[config.mk]
export PLATFORM = sky130hd
export DESIGN_NAME = rational_normalizer
export DESIGN_NICKNAME = d
export VERILOG_FILES = /design/src/sv/rn_pkg.sv /design/src/sv/rational_normalizer.sv /design/src/sv/rn_divider.sv
export SDC_FILE = /design/constraint.sdc
export NUM_CORES = 1
export LEC_CHECK = 0
export BUFFER_PORTS_ARGS = -buffer_cell sky130_fd_sc_hd__buf_4
export CORE_MARGIN = 5
export CORE_UTILIZATION = 38
export CTS_BUF_LIST = sky130_fd_sc_hd__clkbuf_8
export CTS_CLUSTER_SIZE = 40
export DETAILED_ROUTE_END_ITERATION = 10
export PLACE_DENSITY = 0.55
export SLEW_MARGIN = 20
export SYNTH_ARGS = -nofsm -noshare
export SYNTH_HDL_FRONTEND = slang
export SYNTH_SLANG_ARGS = --single-unit
export TNS_END_PERCENT = 10
[constraint.sdc]
create_clock -name i_clk -period 9.7 [get_ports i_clk]
set_input_delay 0 -clock i_clk [delete_from_list [all_inputs] [get_ports i_clk]]
set_output_delay 0 -clock i_clk [all_outputs]
set_load 0.005 [all_outputs]
[src/sv/rn_pkg.sv]
// types and constants of the rational normaliser
`default_nettype none

package rn_pkg;

    localparam int STATUS_W = 2;

    typedef logic [STATUS_W-1:0] t_status;

    localparam t_status ST_OK       = 2'd0;
    localparam t_status ST_ZERO_DEN = 2'd1;
    localparam t_status ST_OVERFLOW = 2'd2;

    // handshake state of the shared divider
    typedef struct packed {
        logic busy;
        logic done;
    } t_div_stat;

endpackage

`default_nettype wire

[src/sv/rational_normalizer.sv]
// rational normaliser top level: sign handling, binary gcd and reduction by division
//
//  channel   dir  handshake                       payload
//  s_axis    in   s_axis_tvalid / s_axis_tready   tdata: num_in, den_in
//  m_axis    out  m_axis_tvalid / m_axis_tready   tdata: num_out, den_out; tuser: status
//
// one item at a time; a full reduction runs from accept to result in these steps:
// the gcd loop strips one bit or subtracts once per cycle,
// then the shared divider computes each of the two quotients in turn.
// zero numerator and the error cases skip the gcd loop and the divider.
// synchronous active-low reset clears the sequencer and the output valid.
// a stalled result waits in the output register; the next item is taken meanwhile.
`default_nettype none

module rational_normalizer #(
    parameter int WIDTH = 32
) (
    input  wire logic                   i_clk,
    input  wire logic                   i_rst_n,
    input  wire logic                   s_axis_tvalid,
    output logic                        s_axis_tready,
    // [WIDTH-1:0] num_in, [2*WIDTH-1:WIDTH] den_in, zero padding above
    input  wire logic [((2*WIDTH+7)/8)*8-1:0] s_axis_tdata,
    output logic                        m_axis_tvalid,
    input  wire logic                   m_axis_tready,
    // [WIDTH-1:0] num_out, [2*WIDTH-2:WIDTH] den_out, zero padding above
    output logic [((2*WIDTH+6)/8)*8-1:0] m_axis_tdata,
    // [1:0] status
    output logic [rn_pkg::STATUS_W-1:0] m_axis_tuser
);

    localparam int OUT_W = ((2*WIDTH+6)/8)*8;
    localparam logic [WIDTH-1:0] SIGN = {1'b1, {(WIDTH-1){1'b0}}};

    typedef enum logic [4:0] {
        S_IDLE = 5'b00001,
        S_GCD  = 5'b00010,
        S_DIVN = 5'b00100,
        S_DIVD = 5'b01000,
        S_OUT  = 5'b10000
    } t_state;

    t_state             r_state, n_state;
    logic [WIDTH-1:0]   r_a, n_a;
    logic [WIDTH-1:0]   r_b, n_b;
    logic [WIDTH-1:0]   r_nq, n_nq;
    logic [WIDTH-1:0]   r_dq, n_dq;
    logic [WIDTH-1:0]   r_g, n_g;
    logic [WIDTH-1:0]   r_rn, n_rn;
    logic               r_neg, n_neg;
    logic               r_pos_cand, n_pos_cand;
    logic [WIDTH-1:0]   r_res_num, n_res_num;
    logic [WIDTH-2:0]   r_res_den, n_res_den;
    rn_pkg::t_status    r_res_st, n_res_st;
    logic               r_m_valid, n_m_valid;
    logic [WIDTH-1:0]   r_m_num, n_m_num;
    logic [WIDTH-2:0]   r_m_den, n_m_den;
    rn_pkg::t_status    r_m_st, n_m_st;

    logic [WIDTH-1:0]   w_n, w_d, w_nmag, w_dmag;
    logic [WIDTH-1:0]   w_g;
    logic               w_gcd_end;
    logic               w_div_start;
    logic [WIDTH-1:0]   w_dividend, w_divisor;
    rn_pkg::t_div_stat  w_div_stat;
    logic [WIDTH-1:0]   w_quotient;
    logic               w_in_fire;
    logic               w_out_free;

    assign w_n    = s_axis_tdata[WIDTH-1:0];
    assign w_d    = s_axis_tdata[2*WIDTH-1:WIDTH];
    assign w_nmag = w_n[WIDTH-1] ? (~w_n + 1'b1) : w_n;
    assign w_dmag = w_d[WIDTH-1] ? (~w_d + 1'b1) : w_d;

    assign s_axis_tready = (r_state == S_IDLE);
    assign w_in_fire     = s_axis_tvalid && s_axis_tready;
    assign w_out_free    = !r_m_valid || m_axis_tready;

    // the loop ends once one operand reaches zero; the other one is the odd part of the gcd
    assign w_gcd_end = (r_a == '0) || (r_b == '0);
    assign w_g       = (r_a == '0) ? r_b : r_a;

    assign w_div_start = ((r_state == S_GCD) && w_gcd_end)
                      || ((r_state == S_DIVN) && w_div_stat.done);
    assign w_dividend  = (r_state == S_GCD) ? r_nq : r_dq;
    assign w_divisor   = (r_state == S_GCD) ? w_g : r_g;

    rn_divider #(
        .WIDTH      (WIDTH)
    ) u_div (
        .i_clk      (i_clk),
        .i_rst_n    (i_rst_n),
        .i_start    (w_div_start),
        .i_dividend (w_dividend),
        .i_divisor  (w_divisor),
        .o_stat     (w_div_stat),
        .o_quotient (w_quotient)
    );

    always_comb begin
        n_state    = r_state;
        n_a        = r_a;
        n_b        = r_b;
        n_nq       = r_nq;
        n_dq       = r_dq;
        n_g        = r_g;
        n_rn       = r_rn;
        n_neg      = r_neg;
        n_pos_cand = r_pos_cand;
        n_res_num  = r_res_num;
        n_res_den  = r_res_den;
        n_res_st   = r_res_st;
        n_m_valid  = r_m_valid && !m_axis_tready;
        n_m_num    = r_m_num;
        n_m_den    = r_m_den;
        n_m_st     = r_m_st;

        case (r_state)
            S_IDLE: begin
                if (w_in_fire) begin
                    n_a        = w_nmag;
                    n_b        = w_dmag;
                    n_nq       = w_nmag;
                    n_dq       = w_dmag;
                    n_neg      = w_n[WIDTH-1] ^ w_d[WIDTH-1];
                    n_pos_cand = w_n[WIDTH-1] & w_d[WIDTH-1];
                    n_res_num  = '0;
                    n_res_den  = '0;
                    n_res_st   = rn_pkg::ST_OK;
                    if (w_d == '0) begin
                        n_res_st = rn_pkg::ST_ZERO_DEN;
                        n_state  = S_OUT;
                    end else if (w_d == SIGN) begin
                        n_res_st = rn_pkg::ST_OVERFLOW;
                        n_state  = S_OUT;
                    end else if (w_n == '0) begin
                        n_res_den = (WIDTH-1)'(1);
                        n_state   = S_OUT;
                    end else begin
                        n_state = S_GCD;
                    end
                end
            end
            S_GCD: begin
                if (w_gcd_end) begin
                    n_g     = w_g;
                    n_state = S_DIVN;
                end else if (!r_a[0] && !r_b[0]) begin
                    // common factor of two leaves the fraction as well
                    n_a  = r_a >> 1;
                    n_b  = r_b >> 1;
                    n_nq = r_nq >> 1;
                    n_dq = r_dq >> 1;
                end else if (!r_a[0]) begin
                    n_a = r_a >> 1;
                end else if (!r_b[0]) begin
                    n_b = r_b >> 1;
                end else if (r_a >= r_b) begin
                    n_a = (r_a - r_b) >> 1;
                end else begin
                    n_b = (r_b - r_a) >> 1;
                end
            end
            S_DIVN: begin
                if (w_div_stat.done) begin
                    n_rn    = w_quotient;
                    n_state = S_DIVD;
                end
            end
            S_DIVD: begin
                if (w_div_stat.done) begin
                    // both signs negative with a magnitude of half the range cannot be positive
                    if (r_pos_cand && r_rn[WIDTH-1]) begin
                        n_res_num = '0;
                        n_res_den = '0;
                        n_res_st  = rn_pkg::ST_OVERFLOW;
                    end else begin
                        n_res_num = r_neg ? (~r_rn + 1'b1) : r_rn;
                        n_res_den = w_quotient[WIDTH-2:0];
                        n_res_st  = rn_pkg::ST_OK;
                    end
                    n_state = S_OUT;
                end
            end
            S_OUT: begin
                if (w_out_free) begin
                    n_m_valid = 1'b1;
                    n_m_num   = r_res_num;
                    n_m_den   = r_res_den;
                    n_m_st    = r_res_st;
                    n_state   = S_IDLE;
                end
            end
            default: begin
                n_state = S_IDLE;
            end
        endcase
    end

    always_ff @(posedge i_clk) begin
        if (!i_rst_n) begin
            r_state   <= S_IDLE;
            r_m_valid <= 1'b0;
        end else begin
            r_state   <= n_state;
            r_m_valid <= n_m_valid;
        end
    end

    always_ff @(posedge i_clk) begin
        r_a        <= n_a;
        r_b        <= n_b;
        r_nq       <= n_nq;
        r_dq       <= n_dq;
        r_g        <= n_g;
        r_rn       <= n_rn;
        r_neg      <= n_neg;
        r_pos_cand <= n_pos_cand;
        r_res_num  <= n_res_num;
        r_res_den  <= n_res_den;
        r_res_st   <= n_res_st;
        r_m_num    <= n_m_num;
        r_m_den    <= n_m_den;
        r_m_st     <= n_m_st;
    end

    assign m_axis_tvalid = r_m_valid;
    assign m_axis_tdata  = OUT_W'({r_m_den, r_m_num});
    assign m_axis_tuser  = r_m_st;

endmodule

`default_nettype wire

[src/sv/rn_divider.sv]
// restoring divider, one quotient bit per cycle
`default_nettype none

module rn_divider #(
    parameter int WIDTH = 32
) (
    input  wire logic               i_clk,
    input  wire logic               i_rst_n,
    input  wire logic               i_start,
    input  wire logic [WIDTH-1:0]   i_dividend,
    input  wire logic [WIDTH-1:0]   i_divisor,
    output rn_pkg::t_div_stat       o_stat,
    output logic [WIDTH-1:0]        o_quotient
);

    localparam int CNT_W = (WIDTH > 1) ? $clog2(WIDTH) : 1;

    logic               r_busy;
    logic               r_done;
    logic [CNT_W-1:0]   r_cnt;
    logic [WIDTH-1:0]   r_rem;
    logic [WIDTH-1:0]   r_quo;
    logic [WIDTH-1:0]   r_dvs;

    logic [WIDTH:0]     w_trial;
    logic [WIDTH:0]     w_diff;
    logic               w_qbit;
    logic [WIDTH-1:0]   n_rem;

    // trial subtract of the divisor from the shifted partial remainder
    always_comb begin
        w_trial = {r_rem, r_quo[WIDTH-1]};
        w_diff  = w_trial - {1'b0, r_dvs};
        w_qbit  = !w_diff[WIDTH];
        n_rem   = w_qbit ? w_diff[WIDTH-1:0] : w_trial[WIDTH-1:0];
    end

    always_ff @(posedge i_clk) begin
        if (!i_rst_n) begin
            r_busy <= 1'b0;
            r_done <= 1'b0;
            r_cnt  <= '0;
        end else begin
            r_done <= 1'b0;
            if (i_start) begin
                r_busy <= 1'b1;
                r_cnt  <= CNT_W'(WIDTH - 1);
            end else if (r_busy) begin
                if (r_cnt == '0) begin
                    r_busy <= 1'b0;
                    r_done <= 1'b1;
                end else begin
                    r_cnt <= r_cnt - 1'b1;
                end
            end
        end
    end

    always_ff @(posedge i_clk) begin
        if (i_start) begin
            r_rem <= '0;
            r_quo <= i_dividend;
            r_dvs <= i_divisor;
        end else if (r_busy) begin
            r_rem <= n_rem;
            r_quo <= {r_quo[WIDTH-2:0], w_qbit};
        end
    end

    assign o_stat.busy = r_busy;
    assign o_stat.done = r_done;
    assign o_quotient  = r_quo;

endmodule

`default_nettype wire

Word-level counts from Yosys, hierarchy flattened:

Index checks and enable logic that the tools add are counted.

* input port bits: 68
* flip-flop bits (word level): 433
* output and inout bits: 68
* word-level logic and storage cells: 156

* reductions and logical operators: 35
* bitwise gates (word level): 7
* magnitude comparators: 1
* $add $sub $neg: 7
* eq/ne operators: 18
* mux-type cells: 64

Operators by type and width (count)
* two-way mux 32 bit: 28
* one-hot mux 32 bit (2 select lines): 5
* zero test 32 bit: 4
* adder 32 x 1 -> 32 bit, second input constant: 3
* inverter 32 bit: 3
* two-way mux 31 bit: 3
* subtractor 32 bit: 2
* one-hot mux 31 bit (2 select lines): 1
* two-way mux 5 bit: 11
* subtractor 33 x 32 -> 33 bit: 1
* == test 32 bit, second input constant: 1
* >= comparator 32 bit: 1
* one-hot mux 5 bit (5 select lines): 1
* AND reduction 5 bit: 3
* two-way mux 2 bit: 5
* inequality test 2 x 1 -> 1 bit, second input constant: 5
* AND reduction 2 bit: 5
* two-way mux 1 bit: 9
* AND reduction 4 bit: 2
* logical AND 1 bit: 6
* inequality test 2 bit, second input constant: 3
* AND reduction 3 bit: 2
* nonzero test 2 bit: 3
* == test 5 x 1 -> 1 bit, second input constant: 1
* 17 further kinds: 24

Longest topological paths before layout:

* word-level depth: 7
* depth in mapped cells: 14
* mapped depth without buffers: 12

Modules after synthesis:

A second synthesis with hierarchy kept.

* cell total of the unflattened synthesis: 2387
* area total of the unflattened synthesis: 24521.0 µm²

By module, submodules not included
* rational_normalizer: cells an instance 1829, area an instance 18734.2 µm², instances 1
* rn_divider: cells an instance 558, area an instance 5786.8 µm², instances 1

Worst setup path after synthesis:

Ideal clock, no wire load.

* kind: register to register
* start: register r_state[4]
* end: register r_state[4]
* period minus slack after synthesis: 6.618 ns
* slack: 3.082 ns
* stages on the path, launching flop included: 8
* arrival: 6.559 ns
* buffers on the path: 0
* data required time: 9.641 ns
* setup time: 0.059 ns
* cells stage by stage: dfxtp_1 or2_2 nor2_1 nand3b_1 a211oi_1 o21ai_0 o21ai_0 and2_1

* word-level cells in the longest chain between the ends: 4
* elaborated cells on any way between the ends: 13
* those cells by class: 10 x eq/ne; 1 x mux; 2 x reduce/logical

RTL lines
* start, declared: RTL line rational_normalizer.sv:43 `t_state r_state, n_state;`
* start signal, assigned: RTL line rational_normalizer.sv:205 `r_state <= n_state;`
* == test 5 x 1 -> 1 bit: RTL line rational_normalizer.sv:75, rational_normalizer.sv:118
* logical AND 1 bit: RTL line rational_normalizer.sv:76 `assign w_in_fire = s_axis_tvalid && s_axis_tready;`
* inequality test 2 x 1 -> 1 bit (no line)
* AND reduction 5 bit (no line)

Several ways; a longest one is shown, not always the timed one.
A chain may end at the register's enable or synchronous reset.

Final worst setup path:

* start: register r_a[0]
* end: register r_a[27], data pin

* word-level cells in the longest chain between the ends: 7
* elaborated cells on any way between the ends: 9
* those cells by class: 1 x add/sub; 6 x mux; 2 x reduce/logical

RTL lines
* start, declared: RTL line rational_normalizer.sv:44 `logic [WIDTH-1:0] r_a, n_a;`
* start signal, assigned: RTL line rational_normalizer.sv:211 `r_a <= n_a;`
* subtractor 32 bit: RTL line rational_normalizer.sv:159 `n_a = (r_a - r_b) >> 1;`
* two-way mux 32 bit: RTL line rational_normalizer.sv:158 `end else if (r_a >= r_b) begin`
* two-way mux 32 bit: RTL line rational_normalizer.sv:156 `end else if (!r_b[0]) begin`
* two-way mux 32 bit: RTL line rational_normalizer.sv:154 `end else if (!r_a[0]) begin`
* two-way mux 32 bit (*): RTL line rational_normalizer.sv:148 `end else if (!r_a[0] && !r_b[0]) begin`
* two-way mux 32 bit (*): RTL line rational_normalizer.sv:145 `if (w_gcd_end) begin`
* one-hot mux 32 bit (2 select lines) (*): RTL line rational_normalizer.sv:118 `case (r_state)`
* named net n_a[27]: RTL line rational_normalizer.sv:44

Mark *: on every way through the listed nets, which the timed path passes. The rest lies on a longest branch. The select of a mux whose other input is x is not followed.

==> results.md <==
- Fill count: 6109
- Buf+Inv Stages, Crit Path: 2
- Crit-path most repeated cell: o31a_1
- Max incr delay on CP: 0.84 ns
- Final setup violation count: 0
- CORE AREA: 0.0645 sq mm
- Largest fanout on the critical path: 21
- Vias in the first global route: 19326
- Seq/Total Area, Yosys: 0.507
- Post-detail-place hpwl: 57.5 mm
- Largest family of logic cells by synthesized area: compound AO/OA/AOI/OAI gates
- Placed cell count: 3309
- DRT antenna net count: 0
- EDFF count, synth: 388
- CTS Buffer Depth: 3
- Crit. End Element: register
- Min-delay src: i_rst_n
- Unrepaired setup endpoints after global routing: no
- Input/output buffers: 134
- CP arrival: 5.24 ns
- Layout cell share with drive strength beyond 1: 0.109
- CP startpoint kind: register
- Fin. Hold Viols: 0
- Non-filler instance count after layout: 3544
- Via count: 19641
- Status: finished, final reports clean
- Leak: 11.3 nW
- Cell Area, Synth: 0.0248 sq mm
- FFs w/ async S/R, synth: 0
- Hold Crit Class: input port to register
- Cts hold-fix bufs: 94
- Final worst-path cycle share: 0.489
- DR vias/cell: 5.54
- # rows: 93
- Post-Synth XOR/XNOR Area: 0.0587
- Root Driver: clkbuf_8
- Total die area: 0.0704 sq mm
- Detailed Route WL: 77.1 mm
- Gpl congestion: 0.965
- Max Cap Violations: 0
- Minimum clock period: 4.75 ns
- Final nets: 2803
- Post-Synth Adder-Cell Area: 0.0545
- Resize count post-CTS: 0
- Worst Tran Pin Value: 1.14 ns
- Power, Total: 0.00546 W
- Mean Syn Cell Area: 10.2 sq um
- Starting DRT DRC Count: 1759
- Clock latency on the worst-skew pair: 0.69 ns
- Place WS: 5.07 ns
- Syn Inst Count: 2425
- Worst path cell trace: inv_1, ha_1, fa_1, nor2b_1, o21ai_1, a21boi_1, o31a_1, o31a_1, a211o_1, buf_4, and3_1, nand2_1, o31ai_1
- Clock sink total: 433
- PwrDens: 188 mW/mm^2
- Setup crit start: r_a[0]$_DFFE_PP_
- TritonCTS clock tree: built
- Gr usage total: 0.213
- Kind of critical path: register to register
- Die X: 265 um
- Synth-to-Final Area Change: 17.2%
- Yosys warning total: 0
- Slew Limit Headroom: 0.237
- Simple-gate share of the synthesized area: 0.133
- DRT Pass-1 Iters: 6
- Initial antenna violation count: 3
- Mux cell area share after synthesis: 0.0255
- # DRC: 0
- Fmax: 211 MHz
- R2R setup slack: 4.95 ns
- Worst Clk Skew: 0.0333 ns
- Setup Fix Bufs, Post-CTS: 0
- Max Slew Vio Count: 0
- Syn Nets: 2599
- Drt wl/cell: 21.8 um
- Largest net degree at the start of global routing: 105
- Maximum VDD drop: 0.100 mV
- Die height: 265 um
- Worst EP required: 10.19 ns
- Post-synthesis compound-gate area fraction: 0.180
- Initial Utilization: 0.384
- Top Family by Delay on Critical Path: simple AND/OR/NAND/NOR gates
- Final core occ: 0.450
- Post-synthesis cell type count: 82
- Global-route wire length before repair: 117 mm
- Worst-path clk slew: 0.06 ns
- # IOs: 136
- H-tree Lvls: 3
- CTS Buf Count: 78
- Crit-path slowest cell: and3_1
- Reg2reg start: r_a[0]$_DFFE_PP_
- Fin worst setup slack: 4.95 ns
- #FFs+latches synth: 433
- Gr ovfl total: 0
- Top FF cell, synth: edfxtp_1
- Setup TNS: 0 ns
==> metal layers <==
layer / up-vias / GRT usage / wire (um)
met5: - / 0 / 0
met4: 0 / 0.0966 / 3790
met3: 182 / 0.0358 / 4490
met2: 674 / 0.335 / 34800
met1: 9475 / 0.289 / 34000
li1: 9310 / - / -
==> stage by stage <==
step	instance area [sq um]	hold slack [ns]
floorplan	24800	0.154
global route	29000	0.181
global placement	26600	0.281
finish	29000	0.208
detailed placement	26600	0.285
CTS	29000	0.142
==> final cells by class <==
cell class                 count  area, sq um  area share
antenna                        2         5.00    0.000172
timing repair buffer         252         2130      0.0736
multi-input combinational   1724        11300       0.388
clock inverter                59          370      0.0128
inverter                     140          526      0.0181
tap                          855         1070      0.0369
sequential                   433        12600       0.433
clock buffer                  79         1090      0.0375
==> cells by family after synthesis <==
group / after synthesis
AO/OA/AOI/OAI: 708
AND/OR/NAND/NOR: 680
flip-flops: 433
buffers and inverters: 268
XOR/XNOR: 166
adder cells (fa/ha/maj): 106
multiplexers: 63
other: 1
==> cells in the mapped netlist, drive strengths merged (20+ instances only) <==
master    n  area [sq um]
nor3     36           180
nand2   251           942
clkbuf  109           409
edfxtp  388         11700
o21a     26           195
inv     139           522
nor4     27           190
dfxtp    45           901
o21bai   23           173
nand4    20           125
xnor2    49           429
o21ai   150           751
o31ai    67           522
mux2i    62           621
nor2    159           604
a221oi   29           254
and2     46           288
ha      103          1290
xor2    117          1020
nand3    35           180
a21oi   239          1200
a21o     47           353
==> layout by cell type, fill, tap and decap left out, types with 44 or more instances in the layout <==
cell | synthesis | routed
edfxtp_1 | 388 | 388
a21oi_1 | 239 | 238
o21ai_0 | 62 | 62
ha_1 | 103 | 103
nor2_1 | 158 | 156
clkbuf_8 | 0 | 79
dlygate4sd3_1 | 0 | 94
a21o_1 | 47 | 47
inv_1 | 133 | 157
o21ai_1 | 88 | 88
xnor2_1 | 49 | 49
o31ai_1 | 65 | 65
nand2_1 | 251 | 250
xor2_1 | 117 | 116
mux2i_1 | 62 | 62
buf_4 | 3 | 157
dfxtp_1 | 45 | 44
and2_1 | 45 | 45
==> power by group <==
part / internal [W] / leakage [nW] / switching, W
combinational: 0.000512 / 6.41 / 0.000955
clock: 0.000830 / 0.838 / 0.000802
sequential: 0.00225 / 4.01 / 0.000113
==> worst reg2reg max path, cell delays in order (launching register included) <==
cell	delay (ns)
edfxtp_1	0.55
inv_1	0.16
ha_1	0.26
fa_1	0.41
nor2b_1	0.13
o21ai_1	0.08
a21boi_1	0.35
o31a_1	0.27
o31a_1	0.17
a211o_1	0.10
buf_4	0.30
and3_1	0.85
nand2_1	0.56
o31ai_1	0.38
==> path summary, 6_finish.rpt <==
kind,cells past startpoint,endpoint
worst max-delay path,13,r_a[27]$_DFFE_PP_
worst max register to register,13,r_a[27]$_DFFE_PP_
worst min register to register,0,r_m_den[24]$_DFFE_PP_
worst min-delay path,3,r_state[3]$_SDFFE_PN0P_
Note: power is estimated with default switching activity, not from simulation.
